**src/rtl/rspe_pkg.sv**
```systemverilog
// Shared constants and GF(256) arithmetic for the Reed-Solomon parity encoder.
package rspe_pkg;

  localparam int MaxParity   = 32;
  localparam int ResetParity = 10;
  localparam int CountW      = 6;
  localparam logic [8:0] GfPoly = 9'h11D;

  function automatic logic [7:0] gf_xtime(input logic [7:0] a);
    return {a[6:0], 1'b0} ^ (a[7] ? GfPoly[7:0] : 8'h00);
  endfunction

  function automatic logic [7:0] gf_mul(input logic [7:0] a, input logic [7:0] b);
    logic [7:0] acc;
    logic [7:0] x;
    acc = 8'h00;
    x   = a;
    for (int k = 0; k < 8; k++) begin
      if (b[k]) begin
        acc = acc ^ x;
      end
      x = gf_xtime(x);
    end
    return acc;
  endfunction

  // Zero counts as degree one; counts above the storage depth saturate.
  function automatic int eff_degree(input logic [CountW-1:0] raw, input int max_p);
    if (raw == '0) begin
      return 1;
    end
    if (int'(raw) > max_p) begin
      return max_p;
    end
    return int'(raw);
  endfunction

endpackage

```
**src/rtl/rspe_in_if.sv**
```systemverilog
// Input channel carrying one message byte per transaction.
interface rspe_in_if;
  logic       valid;
  logic       ready;
  logic [7:0] data_byte;
  logic       block_end;

  modport source (output valid, output data_byte, output block_end, input ready);
  modport sink (input valid, input data_byte, input block_end, output ready);
endinterface

```
**src/rtl/rspe_out_if.sv**
```systemverilog
// Output channel carrying one parity byte per transaction.
interface rspe_out_if;
  logic       valid;
  logic       ready;
  logic [7:0] parity_byte;
  logic       parity_last;

  modport source (output valid, output parity_byte, output parity_last, input ready);
  modport sink (input valid, input parity_byte, input parity_last, output ready);
endinterface

```
**src/rtl/rspe_ram.sv**
```systemverilog
// Generic single-write, single-read RAM with registered read data.
module rspe_ram #(
  parameter int WIDTH = 8,
  parameter int DEPTH = 32
) (
  input  logic                     clk,
  input  logic                     we,
  input  logic [$clog2(DEPTH)-1:0] waddr,
  input  logic [WIDTH-1:0]         wdata,
  input  logic [$clog2(DEPTH)-1:0] raddr,
  output logic [WIDTH-1:0]         rdata
);

  logic [WIDTH-1:0] mem [DEPTH];

  always_ff @(posedge clk) begin
    if (we) begin
      mem[waddr] <= wdata;
    end
    rdata <= mem[raddr];
  end

endmodule

```
**src/rtl/rspe_gf_mul.sv**
```systemverilog
// Shared GF(256) multiplier over the field polynomial 0x11D.
module rspe_gf_mul import rspe_pkg::*; (
  input  logic [7:0] a,
  input  logic [7:0] b,
  output logic [7:0] p
);

  assign p = gf_mul(a, b);

endmodule

```
**src/rtl/reed_solomon_parity_encoder_unit.sv**
```systemverilog
// Top level of the iterative Reed-Solomon parity encoder.
// Systematic RS parity encoder over GF(256), polynomial 0x11D, with d parity bytes per block
// (d set by the parity count register, zero meaning one, saturating at MAX_PARITY). All work
// runs through one GF multiplier and one read port on each of two small RAMs (generator and
// remainder), so the block takes no new data byte until the last one has gone through accept,
// head read, factor, then a pass streaming the remainder update. On a byte marked as block end,
// each parity byte then goes through read, load and a hold that waits on the output ready, head
// first with the last one flagged, and the remainder entry is cleared as it is read out.
// After reset and after every write of the parity count the block is not ready while it
// clears the remainder and derives the generator, one pass per root.
module reed_solomon_parity_encoder_unit import rspe_pkg::*; #(
  parameter int MAX_PARITY = MaxParity
) (
  input  logic              clk,
  input  logic              rst,
  input  logic              cfg_we,
  input  logic [CountW-1:0] cfg_wdata,
  rspe_in_if.sink           data_in,
  rspe_out_if.source        parity_out
);

  localparam int AW = $clog2(MAX_PARITY);
  localparam int DW = $clog2(MAX_PARITY + 1);
  localparam int CW = $clog2(MAX_PARITY + 2);

  typedef enum logic [8:0] {
    S_CLEAR     = 9'b000000001,
    S_DERIVE    = 9'b000000010,
    S_IDLE      = 9'b000000100,
    S_HEAD      = 9'b000001000,
    S_FACTOR    = 9'b000010000,
    S_ENCODE    = 9'b000100000,
    S_EMIT_RD   = 9'b001000000,
    S_EMIT_LD   = 9'b010000000,
    S_EMIT_HOLD = 9'b100000000
  } state_t;

  state_t        state;
  logic [CW-1:0] k;
  logic [DW-1:0] outer;
  logic [DW-1:0] deg;
  logic [7:0]    root;
  logic [7:0]    held;
  logic [7:0]    factor;
  logic [7:0]    data_q;
  logic          end_q;
  logic          out_valid;
  logic [7:0]    out_byte;
  logic          out_last;

  logic [CW-1:0] deg_c;
  logic [CW-1:0] deg_m1;
  logic [CW-1:0] km1;
  logic [CW-1:0] km2;
  logic [CW-1:0] kp1;

  logic          g_we;
  logic [AW-1:0] g_waddr;
  logic [7:0]    g_wdata;
  logic [AW-1:0] g_raddr;
  logic [7:0]    g_rdata;
  logic          r_we;
  logic [AW-1:0] r_waddr;
  logic [7:0]    r_wdata;
  logic [AW-1:0] r_raddr;
  logic [7:0]    r_rdata;
  logic [7:0]    mul_a;
  logic [7:0]    mul_b;
  logic [7:0]    mul_p;

  assign deg_c  = CW'(deg);
  assign deg_m1 = deg_c - CW'(1);
  assign km1    = k - CW'(1);
  assign km2    = k - CW'(2);
  assign kp1    = k + CW'(1);

  assign data_in.ready          = (state == S_IDLE);
  assign parity_out.valid       = out_valid;
  assign parity_out.parity_byte = out_byte;
  assign parity_out.parity_last = out_last;

  rspe_ram #(.WIDTH(8), .DEPTH(MAX_PARITY)) u_gen_ram (
    .clk   (clk),
    .we    (g_we),
    .waddr (g_waddr),
    .wdata (g_wdata),
    .raddr (g_raddr),
    .rdata (g_rdata)
  );

  rspe_ram #(.WIDTH(8), .DEPTH(MAX_PARITY)) u_rem_ram (
    .clk   (clk),
    .we    (r_we),
    .waddr (r_waddr),
    .wdata (r_wdata),
    .raddr (r_raddr),
    .rdata (r_rdata)
  );

  rspe_gf_mul u_mul (
    .a (mul_a),
    .b (mul_b),
    .p (mul_p)
  );

  // Both passes stream one entry per cycle: the read issued at one step returns at the next,
  // and the entry it completes is written one or two entries behind the read pointer.
  always_comb begin
    g_we    = 1'b0;
    g_waddr = k[AW-1:0];
    g_wdata = 8'h00;
    g_raddr = k[AW-1:0];
    r_we    = 1'b0;
    r_waddr = k[AW-1:0];
    r_wdata = 8'h00;
    r_raddr = k[AW-1:0];
    mul_a   = g_rdata;
    mul_b   = factor;
    unique case (state)
      S_CLEAR: begin
        g_we    = 1'b1;
        g_wdata = (k == deg_m1) ? 8'h01 : 8'h00;
        r_we    = 1'b1;
      end
      S_DERIVE: begin
        mul_a   = held;
        mul_b   = root;
        g_we    = (k >= CW'(2));
        g_waddr = km2[AW-1:0];
        g_wdata = mul_p ^ ((k <= deg_c) ? g_rdata : 8'h00);
      end
      S_HEAD: begin
        r_raddr = '0;
      end
      S_ENCODE: begin
        r_raddr = kp1[AW-1:0];
        r_we    = (k != '0);
        r_waddr = km1[AW-1:0];
        r_wdata = ((k < deg_c) ? r_rdata : 8'h00) ^ mul_p;
      end
      S_EMIT_LD: begin
        r_we = 1'b1;
      end
      default: begin
      end
    endcase
  end

  always_ff @(posedge clk) begin
    if (rst) begin
      state     <= S_CLEAR;
      k         <= '0;
      outer     <= '0;
      deg       <= DW'(eff_degree(CountW'(ResetParity), MAX_PARITY));
      out_valid <= 1'b0;
    end else if (cfg_we) begin
      state     <= S_CLEAR;
      k         <= '0;
      outer     <= '0;
      deg       <= DW'(eff_degree(cfg_wdata, MAX_PARITY));
      out_valid <= 1'b0;
    end else begin
      unique case (state)
        S_CLEAR: begin
          if (k == deg_m1) begin
            state <= S_DERIVE;
            k     <= '0;
            outer <= '0;
          end else begin
            k <= kp1;
          end
        end
        S_DERIVE: begin
          if (k == deg_c + CW'(1)) begin
            k <= '0;
            if (outer == deg - DW'(1)) begin
              state <= S_IDLE;
            end else begin
              outer <= outer + DW'(1);
            end
          end else begin
            k <= kp1;
          end
        end
        S_IDLE: begin
          if (data_in.valid) begin
            state <= S_HEAD;
          end
        end
        S_HEAD: begin
          state <= S_FACTOR;
        end
        S_FACTOR: begin
          state <= S_ENCODE;
          k     <= '0;
        end
        S_ENCODE: begin
          if (k == deg_c) begin
            k     <= '0;
            state <= end_q ? S_EMIT_RD : S_IDLE;
          end else begin
            k <= kp1;
          end
        end
        S_EMIT_RD: begin
          state <= S_EMIT_LD;
        end
        S_EMIT_LD: begin
          out_valid <= 1'b1;
          state     <= S_EMIT_HOLD;
        end
        S_EMIT_HOLD: begin
          if (parity_out.ready) begin
            out_valid <= 1'b0;
            if (k == deg_m1) begin
              k     <= '0;
              state <= S_IDLE;
            end else begin
              k     <= kp1;
              state <= S_EMIT_RD;
            end
          end
        end
        default: begin
          state <= S_CLEAR;
          k     <= '0;
        end
      endcase
    end
  end

  always_ff @(posedge clk) begin
    held <= g_rdata;
    if (state == S_CLEAR) begin
      root <= 8'h01;
    end else if (state == S_DERIVE && k == deg_c + CW'(1)) begin
      root <= gf_xtime(root);
    end
    if (data_in.valid && data_in.ready) begin
      data_q <= data_in.data_byte;
      end_q  <= data_in.block_end;
    end
    if (state == S_FACTOR) begin
      factor <= data_q ^ r_rdata;
    end
    if (state == S_EMIT_LD) begin
      out_byte <= r_rdata;
      out_last <= (k == deg_m1);
    end
  end

  // A parity byte is only offered while the sequencer waits for it to be taken.
  a_valid_in_hold: assert property (@(posedge clk) disable iff (rst)
    out_valid |-> state == S_EMIT_HOLD)
    else $error("parity output valid outside the emit hold state");

  // The encoder never takes a new byte while a parity transaction is pending.
  a_no_accept_during_emit: assert property (@(posedge clk) disable iff (rst)
    data_in.ready |-> !out_valid)
    else $error("input ready while parity output is pending");

  // The remainder is never modified while the block is waiting for input.
  a_idle_no_rem_write: assert property (@(posedge clk) disable iff (rst)
    state == S_IDLE |-> !r_we)
    else $error("remainder written while idle");

  // The working degree stays within the storage depth.
  a_degree_range: assert property (@(posedge clk) disable iff (rst)
    deg != '0 && deg <= DW'(MAX_PARITY))
    else $error("degree out of range");

  // The last flag goes out only on the final remainder entry.
  a_last_matches_count: assert property (@(posedge clk) disable iff (rst)
    out_valid && out_last |-> k == deg_m1)
    else $error("last flag on a non-final parity byte");

endmodule
```
**src/flat_wrapper.sv**
```systemverilog
// flat-port wrapper written by rule: the top's interface ports become plain ports
module reed_solomon_parity_encoder_unit_flat import rspe_pkg::*;
#(
  parameter int MAX_PARITY = MaxParity
)
  (clk, rst, cfg_we, cfg_wdata, data_in_valid, data_in_data_byte, data_in_block_end, data_in_ready, parity_out_valid, parity_out_parity_byte, parity_out_parity_last, parity_out_ready);
  rspe_in_if data_in_i ();
  rspe_out_if parity_out_i ();
  input  logic clk;
  input  logic rst;
  input  logic cfg_we;
  input  logic [CountW-1:0] cfg_wdata;
  input wire logic [$bits(data_in_i.valid)-1:0] data_in_valid;
  input wire logic [$bits(data_in_i.data_byte)-1:0] data_in_data_byte;
  input wire logic [$bits(data_in_i.block_end)-1:0] data_in_block_end;
  output wire logic [$bits(data_in_i.ready)-1:0] data_in_ready;
  output wire logic [$bits(parity_out_i.valid)-1:0] parity_out_valid;
  output wire logic [$bits(parity_out_i.parity_byte)-1:0] parity_out_parity_byte;
  output wire logic [$bits(parity_out_i.parity_last)-1:0] parity_out_parity_last;
  input wire logic [$bits(parity_out_i.ready)-1:0] parity_out_ready;
  assign data_in_i.valid = data_in_valid;
  assign data_in_i.data_byte = data_in_data_byte;
  assign data_in_i.block_end = data_in_block_end;
  assign data_in_ready = data_in_i.ready;
  assign parity_out_valid = parity_out_i.valid;
  assign parity_out_parity_byte = parity_out_i.parity_byte;
  assign parity_out_parity_last = parity_out_i.parity_last;
  assign parity_out_i.ready = parity_out_ready;
  reed_solomon_parity_encoder_unit #(.MAX_PARITY(MAX_PARITY)) u_core (.clk(clk), .rst(rst), .cfg_we(cfg_we), .cfg_wdata(cfg_wdata), .data_in(data_in_i), .parity_out(parity_out_i));
endmodule
```
**config.mk**
```make
export PLATFORM = sky130hd
export DESIGN_NAME = reed_solomon_parity_encoder_unit_flat
export DESIGN_NICKNAME = d
export VERILOG_FILES = /design/src/rtl/rspe_pkg.sv /design/src/rtl/rspe_in_if.sv /design/src/rtl/rspe_out_if.sv /design/src/rtl/rspe_ram.sv /design/src/rtl/rspe_gf_mul.sv /design/src/rtl/reed_solomon_parity_encoder_unit.sv /design/src/flat_wrapper.sv
export SDC_FILE = /design/constraint.sdc
export NUM_CORES = 1
export LEC_CHECK = 0
export CORE_MARGIN = 1.5
export CORE_UTILIZATION = 50
export CTS_BUF_LIST = sky130_fd_sc_hd__clkbuf_2
export DETAILED_ROUTE_END_ITERATION = 10
export DONT_BUFFER_PORTS = 1
export PLACE_DENSITY = 0.64
export SYNTH_ARGS = -nofsm -noshare
export SYNTH_HDL_FRONTEND = slang
export SYNTH_SLANG_ARGS = --single-unit
```
**constraint.sdc**
```tcl
create_clock -name clk -period 4.8 [get_ports clk]
set_input_delay 0.48 -clock clk [delete_from_list [all_inputs] [get_ports clk]]
set_output_delay 0.48 -clock clk [all_outputs]
set_load 0.03 [all_outputs]
```
# Word-level counts from Yosys, hierarchy flattened
# Memory sizes are Yosys's and may differ from the RTL's. A register that Yosys moved wholly into a read port is not among the register bits.
# Cells that the tools add are included.
# classes
n_addsub	6
magnitude_cmp	4
eq_ne	20
mux	63
n_bitwise	19
reduce_logical	13
# ops
operator	n
8-bit two-way mux	13
8-bit bitwise XOR	11
9-bit one-hot mux with 9 select lines	1
6-bit two-way mux	10
8-bit by 5-bit bitwise XOR with 8-bit output	7
9-bit two-way mux	6
5-bit two-way mux	10
6-bit one-hot mux with 5 select lines	1
6-bit == test	4
6-bit by 1-bit adder with 6-bit output, second input constant	3
8-bit one-hot mux with 2 select lines	1
1-bit two-way mux	14
7-bit two-way mux	2
6-bit one-hot mux with 2 select lines	1
5-bit one-hot mux with 2 select lines	1
9-bit by 1-bit == test with 1-bit output, second input constant	1
9-bit by 2-bit == test with 1-bit output, second input constant	1
9-bit by 3-bit == test with 1-bit output, second input constant	1
9-bit by 4-bit == test with 1-bit output, second input constant	1
9-bit by 5-bit == test with 1-bit output, second input constant	1
9-bit by 6-bit == test with 1-bit output, second input constant	1
9-bit by 7-bit == test with 1-bit output, second input constant	1
9-bit by 8-bit == test with 1-bit output, second input constant	1
9-bit == test, second input constant	1
20 further kinds	31
# totals
reg_bits	70
ram_bits	512
in_bits	20
output_inout_bits	11
wordCells	139
n_memories	2
# mem_list
memory	depth	word_bits	rd	rd_ports_with_merged_regs	wr	line	text
u_core.u_gen_ram.mem	32	8	1	1	1	rspe_ram.sv:14	logic [WIDTH-1:0] mem [DEPTH];
u_core.u_rem_ram.mem	32	8	1	1	1	rspe_ram.sv:14	

# Longest topological paths before layout
# Gate-level depths: netlist (run 1).
# logic_depth
depth_word	20
depth_mapped	15
ltp_nobuf	11

# By module
# Synthesis (run 1) repeated with hierarchy kept, for this count alone.
# hier_totals
hier_cells	1484
hier_area_um2	25441.9
# by_module_without_submodules
module	instances	cells_per_inst	area_per_inst_um2	seq_area_each_um2
rspe_ram	2	417	10053.4	7847.5
reed_solomon_parity_encoder_unit	1	477	4110.2	1661.6
rspe_gf_mul	1	173	1224.9	0.0

# Worst setup path before layout (run 1)
# Ideal clock, no wire load.
# synth_path
path_type	register to register
start	register u_core.k[0]
end	memory u_core.u_gen_ram.mem[0][7] (data pin)
setup_ns	0.351
arrival_time_ns	3.727
required_time_ns	4.449
setup_slack_ns	0.722
stages_incl_launch_ff	15
n_path_buf	3
period_less_slack_ns	4.078
cell_sequence	dfxtp_1 -> clkbuf_1 -> clkbuf_1 -> inv_1 -> ha_1 -> nor2b_1 -> o21a_1 -> o21ai_0 -> a21oi_1 -> a211oi_1 -> or2_2 -> buf_1 -> nand2_1 -> xnor3_1 -> nor2_1
# synth_between
elab_chain_len	4
# synth_rtl
element	line	text
start, declared	reed_solomon_parity_encoder_unit.sv:39	logic [CW-1:0] k;
start signal, assigned	reed_solomon_parity_encoder_unit.sv:170	k <= kp1;
start signal, assigned	reed_solomon_parity_encoder_unit.sv:182	k <= kp1;
start signal, assigned	reed_solomon_parity_encoder_unit.sv:202	k <= kp1;
6-bit less-or-equal comparator	reed_solomon_parity_encoder_unit.sv:130	g_wdata = mul_p ^ ((k <= deg_c) ? g_rdata : 8'h00);
8-bit two-way mux	reed_solomon_parity_encoder_unit.sv:130	
8-bit bitwise XOR	reed_solomon_parity_encoder_unit.sv:130	
8-bit one-hot mux with 2 select lines	reed_solomon_parity_encoder_unit.sv:119	unique case (state)
named net u_core.g_wdata[7]	reed_solomon_parity_encoder_unit.sv:59	logic [7:0] g_wdata;
end, declared	rspe_ram.sv:14	
# The timed path passes the listed nets, and every way through them passes these cells.

# Final worst setup path (run 1)
# layout_path
start	register u_core.state[2]
end	memory u_core.u_gen_ram.mem[9][2] (data pin)
# layout_between
elab_chain_len	20
elab_cells_between_ends	35
classes_between	eq/ne (2); mux (18); bitwise (15)
# layout_rtl
element	line	text
start, declared	reed_solomon_parity_encoder_unit.sv:38	state_t state;
start signal, assigned	reed_solomon_parity_encoder_unit.sv:200	state <= end_q ? S_EMIT_RD : S_IDLE;
9-bit by 2-bit == test with 1-bit output	reed_solomon_parity_encoder_unit.sv:119	
8-bit two-way mux	reed_solomon_parity_encoder_unit.sv:119	
5-bit two-way mux	rspe_pkg.sv:10	return {a[6:0], 1'b0} ^ (a[7] ? GfPoly[7:0] : 8'h00);
8-bit by 5-bit bitwise XOR with 8-bit output	rspe_pkg.sv:10	
8-bit bitwise XOR	rspe_pkg.sv:20	acc = acc ^ x;
8-bit two-way mux	rspe_pkg.sv:19	if (b[k]) begin
8-bit bitwise XOR	rspe_pkg.sv:20	
8-bit two-way mux	rspe_pkg.sv:19	
(+5 left out)	--	
8-bit two-way mux	rspe_pkg.sv:19	
8-bit bitwise XOR	rspe_pkg.sv:20	
8-bit two-way mux	rspe_pkg.sv:19	
8-bit bitwise XOR	rspe_pkg.sv:20	
8-bit two-way mux	rspe_pkg.sv:19	
8-bit bitwise XOR	reed_solomon_parity_encoder_unit.sv:130	
8-bit one-hot mux with 2 select lines *	reed_solomon_parity_encoder_unit.sv:119	
named net u_core.g_wdata[2]	reed_solomon_parity_encoder_unit.sv:59	
# Mark *: on every way through the listed nets, which the timed path passes. The rest lies on a longest branch.

==> results of run 1 <==
-- layout make-up --
cell class	instances	area, um^2
well taps	680	850.8
fillers	4217	22480
inverters	20	75.07
diodes	4	10.01
repair buffers	119	1023
clock inverters	49	240.2
flip-flops and latches	598	17360
clock buffers	213	1066
multi-input cells	1075	8295
-- flip-flops by register name (all words and copies together), names as in the netlist --
signal                         count
u_core.u_gen_ram.mem             256
u_core.u_rem_ram.mem             256
u_core.state                       9
u_core.data_q                      8
u_core.factor                      8
u_core.held                        8
u_core.parity_out.parity_byte      8
u_core.root                        8
u_core.u_gen_ram.rdata             8
u_core.u_rem_ram.rdata             8
u_core.deg                         6
u_core.k                           6
u_core.outer                       6
u_core.end_q                       1
u_core.parity_out.parity_last      1
u_core.parity_out.valid            1
-- kinds of logic (layout without fill, tap and decap cells) --
group / Yosys count / after routing / share of synthesized area
compound gates: 174 / 174 / 0.04878
mux: 178 / 178 / 0.1076
fa+ha+maj: 16 / 16 / 0.007696
simple gates: 565 / 565 / 0.09654
xor+xnor: 142 / 142 / 0.05517
other cells: 0 / 4 / 0
flops: 598 / 598 / 0.6673
buf+inv: 104 / 401 / 0.01693
-- layer usage --
layer	GRT usage	wire [um]	vias up
met4	0.08864	1628	0
met5	0	0	-
li1	-	-	7209
met3	0.05967	3880	109
met2	0.3741	29600	587
met1	0.3296	27140	8040
-- worst max path at each step --
stage | from | to
2_1_floorplan | u_core.k[0] | u_core.u_gen_ram.mem[0][7]
3_3_place_gp | u_core.state[2] | u_core.u_gen_ram.mem[14][2]
3_5_place_dp | u_core.state[2] | u_core.u_rem_ram.mem[8][4]
4_1_cts | u_core.state[2] | u_core.u_rem_ram.mem[27][4]
5_1_grt | u_core.state[2] | u_core.u_gen_ram.mem[9][2]
6_report | u_core.state[2] | u_core.u_gen_ram.mem[9][2]
-- through the flow --
step | std cells | power (uW) | instance area (um^2)
final | 2758 | 10510 | 28930
after detailed placement | 2450 | 7285 | 27170
after global routing | 2757 | 10980 | 28920
after CTS | 2754 | 10590 | 28900
after global placement | 2450 | 7295 | 27170
after floorplan | 1777 | 6864 | 26010
-- power breakdown --
group | internal (uW) | switching [uW]
Combinational | 667 | 802
Clock | 1260 | 2030
Sequential | 5660 | 84.9
Total | 7590 | 2920
-- what timing repair did --
item,in CTS,in global routing
hold buffers,42,0
hold endpoints to repair,46,0
gates resized for setup,0,3
endpoints found under the setup margin,0,60
-- placed cells by master, fill, tap and decap left out, drive strengths merged, types with 10 or more instances in the layout --
| cell | Yosys | final |
|---|---|---|
| buf | 38 | 77 |
| mux4 | 80 | 80 |
| a31oi | 12 | 12 |
| xnor2 | 72 | 72 |
| edfxtp | 538 | 538 |
| nor2 | 193 | 193 |
| clkbuf | 46 | 213 |
| o21ai | 25 | 25 |
| nand3 | 13 | 13 |
| a32oi | 64 | 64 |
| dfxtp | 60 | 60 |
| inv | 18 | 26 |
| a21oi | 31 | 31 |
| nor3 | 16 | 16 |
| and3 | 12 | 12 |
| nand4 | 27 | 27 |
| nand2 | 242 | 242 |
| ha | 16 | 16 |
| nand3b | 10 | 10 |
| xor2 | 57 | 57 |
| dlygate4sd3 | 0 | 42 |
| mux2i | 91 | 91 |
| clkinv | 2 | 40 |
-- worst max-delay path, cell delays in order (launching register included) --
cell     delay [ps]
dfxtp_1         430
or4_1           830
nor3_4          320
mux2_4          380
nor2_1          140
xor2_1           80
o21ai_1         160
xor3_1          560
xor2_1          220
nor2_2         1010
==> metrics.csv, run 1 <==
metric;value;unit
synth.top_cell.area_share;0.6211;
fin_hold_ws;296.9;ps
status;finished, final reports clean;
rrSetupSlack;200;ps
cp-end-kind;register;
wl;62.25;mm
min_to;u_core.data_q[1];
drive_above_1_share;0.2097;
ys_ff_latch;598;
async_flop_share;0;
required;5640;ps
fin_skew;150.9;ps
hp-start;data_in_valid;
yosys.area.top_type;edfxtp_1;
firstDrtPassIters;5;
syn_nets;1813;
drv_cap;0;
drt-wirelength-per-cell;22.57;um
cp_max_fo;32;
grt_pass1_wl;95.63;mm
final-hold-violation-count;0;
cts_tree;yes;
root_buffer;clkbuf_2;
synth_area_per_cell;14.64;um^2
final_util;0.5627;
syn_to_final_growth;11.20;%
postCtsSetupBuffers;0;
hold_path_depth;2;
power_density;363.3;nW/um^2
drc;0;
syn_area;26010;um^2
chipHeight;231.1;um
maxSlewHeadroom;0.1016;
reg2reg_depth;9;
ys_seq_area_frac;0.6673;
setup_viol;0;
cts.sinks;598;
grt_pass1_vias;16120;
finalWorstSetupSlack;202.1;ps
io_pins;31;
r2r_start;u_core.state[2];
die_width;231.1;um
worstReg2RegEnd;u_core.u_gen_ram.mem[9][2];
ctsLongestPathBuffers;3;
arrival;5440;ps
layout.nets;2001;
fin_crit_sh;0.9579;
tns;0;ps
fmax;217.5;MHz
leakagePower;0.009534;uW
yosys-top-cells-area;edfxtp_1 (62%), mux4_2 (6.9%), dfxtp_1 (4.6%);
clk_pin_slew;100;ps
htree_levels;4;
cts-buffers-inserted;151;
port_buffers;0;
critPathKind;reg -> reg;
synth_commonest_cells;edfxtp_1 (538), nand2_1 (242), nor2_1 (192);
netlist_instances;1777;
antenna_found_initial;3;
cp-start-kind;register;
vias_per_cell;5.781;
irDropWorstVdd;174.4;uV
yosysUniqueCellTypes;74;
core;51410;um^2
core.rowCount;83;
synth_edf_count;538;
yosysMostFrequentCell;edfxtp_1;
grtUsageTotal;0.2405;
vias;15950;
die-area;53400;um^2
start_util;0.5060;
period_needed;4598;ps
drt_iter0_drc;1762;
ys_warn_count;0;
grt_start_max_net_pins;65;
hpwlAfterDp;40.02;mm
gr-total-overflow;0;
worst_pin_slew;1346;ps
synthFlopType;edfxtp_1;
routabilityCongestion;0.9378;
clk_latency;1330;ps
postRouteAntennaNets;0;
pre_cts_slack;255.5;ps
rsz0062_at_grt;false;
slew_violations;0;
hold_class;in -> reg;
No activity file was read; power rests on OpenSTA's default activity.
==> run 2, diff against run 1 <==
--- a/config.mk
+++ b/config.mk
@@ -10,7 +10,7 @@
 export CTS_BUF_LIST = sky130_fd_sc_hd__clkbuf_2
 export DETAILED_ROUTE_END_ITERATION = 10
 export DONT_BUFFER_PORTS = 1
-export PLACE_DENSITY = 0.64
+export GPL_TIMING_DRIVEN = 0
 export SYNTH_ARGS = -nofsm -noshare
 export SYNTH_HDL_FRONTEND = slang
 export SYNTH_SLANG_ARGS = --single-unit
==> run 2 against run 1 <==
Against the previous run:
- sequential power is essentially flat
- core utilization up 0.26 points
- worst hold slack worse by 110 ps
- clock power up 7.9%
- sequential cell count unchanged
- clock skew fell by 33 ps
- first-iteration DRC count is 23% lower
- register-to-register slack improved by 50 ps
- worst setup slack improved by 52 ps
==> metrics.csv, run 2 (synthesized netlist as in run 1, its figures left out) <==
metric;value;unit;change
crit_chain;or3b_2, clkbuf_1, nor3_4, buf_4, mux2i_1, xor2_1, xnor2_1, xnor2_1, xnor2_1, xor2_1, nor2_4;;was or4_1, nor3_4, mux2_4, nor2_1, xor2_1, o21ai_1, xor3_1, xor2_1, nor2_2
pre_cts_slack;-104.0;ps;was 255.5 ps
slowest_delay;690;ps;was 1010 ps
layout.nets;2028;;was 2001
cts.sinks;598;;unchanged
gr-total-overflow;0;;unchanged
cp_max_fo;32;;unchanged
critPathKind;reg -> reg;;unchanged
cp_top_family;simple AND/OR/NAND/NOR gates;;unchanged
wl;65.53;mm;was 62.25 mm
cp_common_cell;xnor2_1;;was xor2_1
firstDrtPassIters;5;;unchanged
io_pins;31;;unchanged
rrSetupSlack;250;ps;was 200 ps
seqPwrFrac;0.528;;was 0.547
fin_crit_sh;0.9471;;was 0.9579
sw_frac_of_total;0.2793;;was 0.2776
cts_tree;yes;;unchanged
hpwlAfterDp;44.33;mm;was 40.02 mm
tns;0;ps;unchanged
antenna_found_initial;2;;was 3
cp-start-kind;register;;unchanged
finalWorstSetupSlack;253.7;ps;was 202.1 ps
top_regs;u_core.u_gen_ram.mem (256), u_core.u_rem_ram.mem (256), u_core.state (9);;unchanged
vias_per_cell;5.745;;was 5.781
period_needed;4546;ps;was 4598 ps
intPower;7805;uW;was 7591 uW
maxSlewHeadroom;0.2605;;was 0.1016
clk_pin_slew;110;ps;was 100 ps
syn_to_final_growth;11.71;%;was 11.20%
drv_cap;0;;unchanged
power_density;372.7;nW/um^2;was 363.3 nW/um^2
start_util;0.5060;;unchanged
crit_slowest_cell;nor2_4;;was nor2_2
fin_skew;117.8;ps;was 150.9 ps
setup_viol;0;;unchanged
hold_class;in -> reg;;unchanged
rsz0062_at_grt;false;;unchanged
routabilityCongestion;0.9048;;was 0.9378
core.rowCount;83;;unchanged
final-hold-violation-count;0;;unchanged
pwr-share-clk;0.328;;was 0.313
slew_violations;0;;unchanged
die-area;53400;um^2;unchanged
vias;16010;;was 15950
core;51410;um^2;unchanged
crit_buf_inv;2;;was 0
grt_pass1_wl;98.44;mm;was 95.63 mm
cts-buffers-inserted;155;;was 151
leakagePower;0.009512;uW;was 0.009534 uW
cp-end-kind;register;;unchanged
p_sw;3025;uW;was 2917 uW
grt_pass1_vias;16190;;was 16120
port_buffers;0;;unchanged
htree_levels;4;;unchanged
ctsLongestPathBuffers;3;;unchanged
fmax;220.0;MHz;was 217.5 MHz
drt_iter0_drc;1354;;was 1762
grt_start_max_net_pins;33;;was 65
arrival;5480;ps;was 5440 ps
status;finished, final reports clean;;unchanged
clk_latency;1370;ps;was 1330 ps
drt-wirelength-per-cell;23.51;um;was 22.57 um
worst_pin_slew;1109;ps;was 1346 ps
root_buffer;clkbuf_2;;unchanged
die_width;231.1;um;unchanged
chipHeight;231.1;um;unchanged
required;5730;ps;was 5640 ps
layout_common_cells;edfxtp_1 (538), clkbuf_2 (242), nand2_1 (242);;was edfxtp_1 (538), nand2_1 (242), clkbuf_2 (213)
layout_commonest_cell;edfxtp_1;;unchanged
grtUsageTotal;0.2529;;was 0.2405
postRouteAntennaNets;0;;unchanged
drc;0;;unchanged
comb_power_share;0.144;;was 0.140
irDropWorstVdd;199.0;uV;was 174.4 uV
drive_above_1_share;0.2070;;was 0.2097
==> run 2: changes by cell type in the layout (fill, tap and decap cells not counted), moves of 9 or more <==
| cell | before | now |
|---|---|---|
| clkinv_1 | 33 | 13 |
| clkbuf_2 | 213 | 242 |
| buf_8 | 0 | 9 |
| buf_1 | 0 | 10 |
| nor2_1 | 178 | 169 |
| buf_4 | 75 | 3 |
| buf_2 | 0 | 26 |
| clkbuf_1 | 0 | 43 |
==> run 2: what timing repair did <==
| action | 4_1_cts | 5_1_grt |
|---|---|---|
| resized for setup | 7 | 13 |
| cloned | 0 | 0 |
| hold buffers | 43 | 0 |
| endpoints found under the setup margin | 116 | 570 |
| setup buffers | 0 | 0 |
| hold endpoints to repair | 46 | 0 |
==> run 2: final cells by class <==
class / instances / area, um^2
antenna: 6 / 15.01
buffer: 84 / 369.1
clock buffer: 239 / 1196
clock inverter: 27 / 216.5
fill: 4182 / 22350
inverter: 20 / 75.07
multi-input combinational: 1075 / 8327
sequential: 598 / 17360
tap: 680 / 850.8
timing repair buffer: 58 / 651.9
==> run 2: final timing paths <==
check                                          startpoint                     endpoint  depth (start not counted)
worst min register to register  u_core.u_gen_ram.rdata[6]               u_core.held[6]                          0
worst max register to register            u_core.state[1]  u_core.u_rem_ram.mem[27][0]                         11
worst min-delay path                               cfg_we              u_core.state[1]                          3
worst max-delay path                      u_core.state[1]  u_core.u_rem_ram.mem[27][0]                         11
==> run 2: worst min-delay path: cells and delay by family <==
family | cells | cell delay [ps]
simple gates | 1 | 250
buf+inv | 1 | 680
compound gates | 1 | 60
==> run 2: metrics by stage <==
step                      cell area [um^2]  cells  power (uW)  utilization  hold slack, ps
after floorplan                      26010   1777        6864            -           325.8
after global placement               26860   2457        7284       0.5226           336.2
after detailed placement             27150   2472        7338       0.5281           337.3
after CTS                            29010   2781       10920       0.5644           54.98
after global routing                 29050   2784       11290       0.5651           153.5
final                                29060   2787       10830       0.5653           182.8
==> run 2: routing by layer <==
metal,up-vias,track usage,share of wire
met2,569,0.3906,0.46
met1,8040,0.3458,0.44
li1,7280,-,-
met5,-,0,0
met4,0,0.1078,0.028
met3,121,0.05906,0.065
==> run 2: power by group through the flow <==
stage | registers [uW] | logic [uW] | clock network [uW]
6_report | 5720 | 1560 | 3550
3_3_place_gp | 5830 | 1450 | 0
5_1_grt | 5720 | 1660 | 3910
2_1_floorplan | 5810 | 1050 | 0
3_5_place_dp | 5840 | 1500 | 0
4_1_cts | 5720 | 1550 | 3650
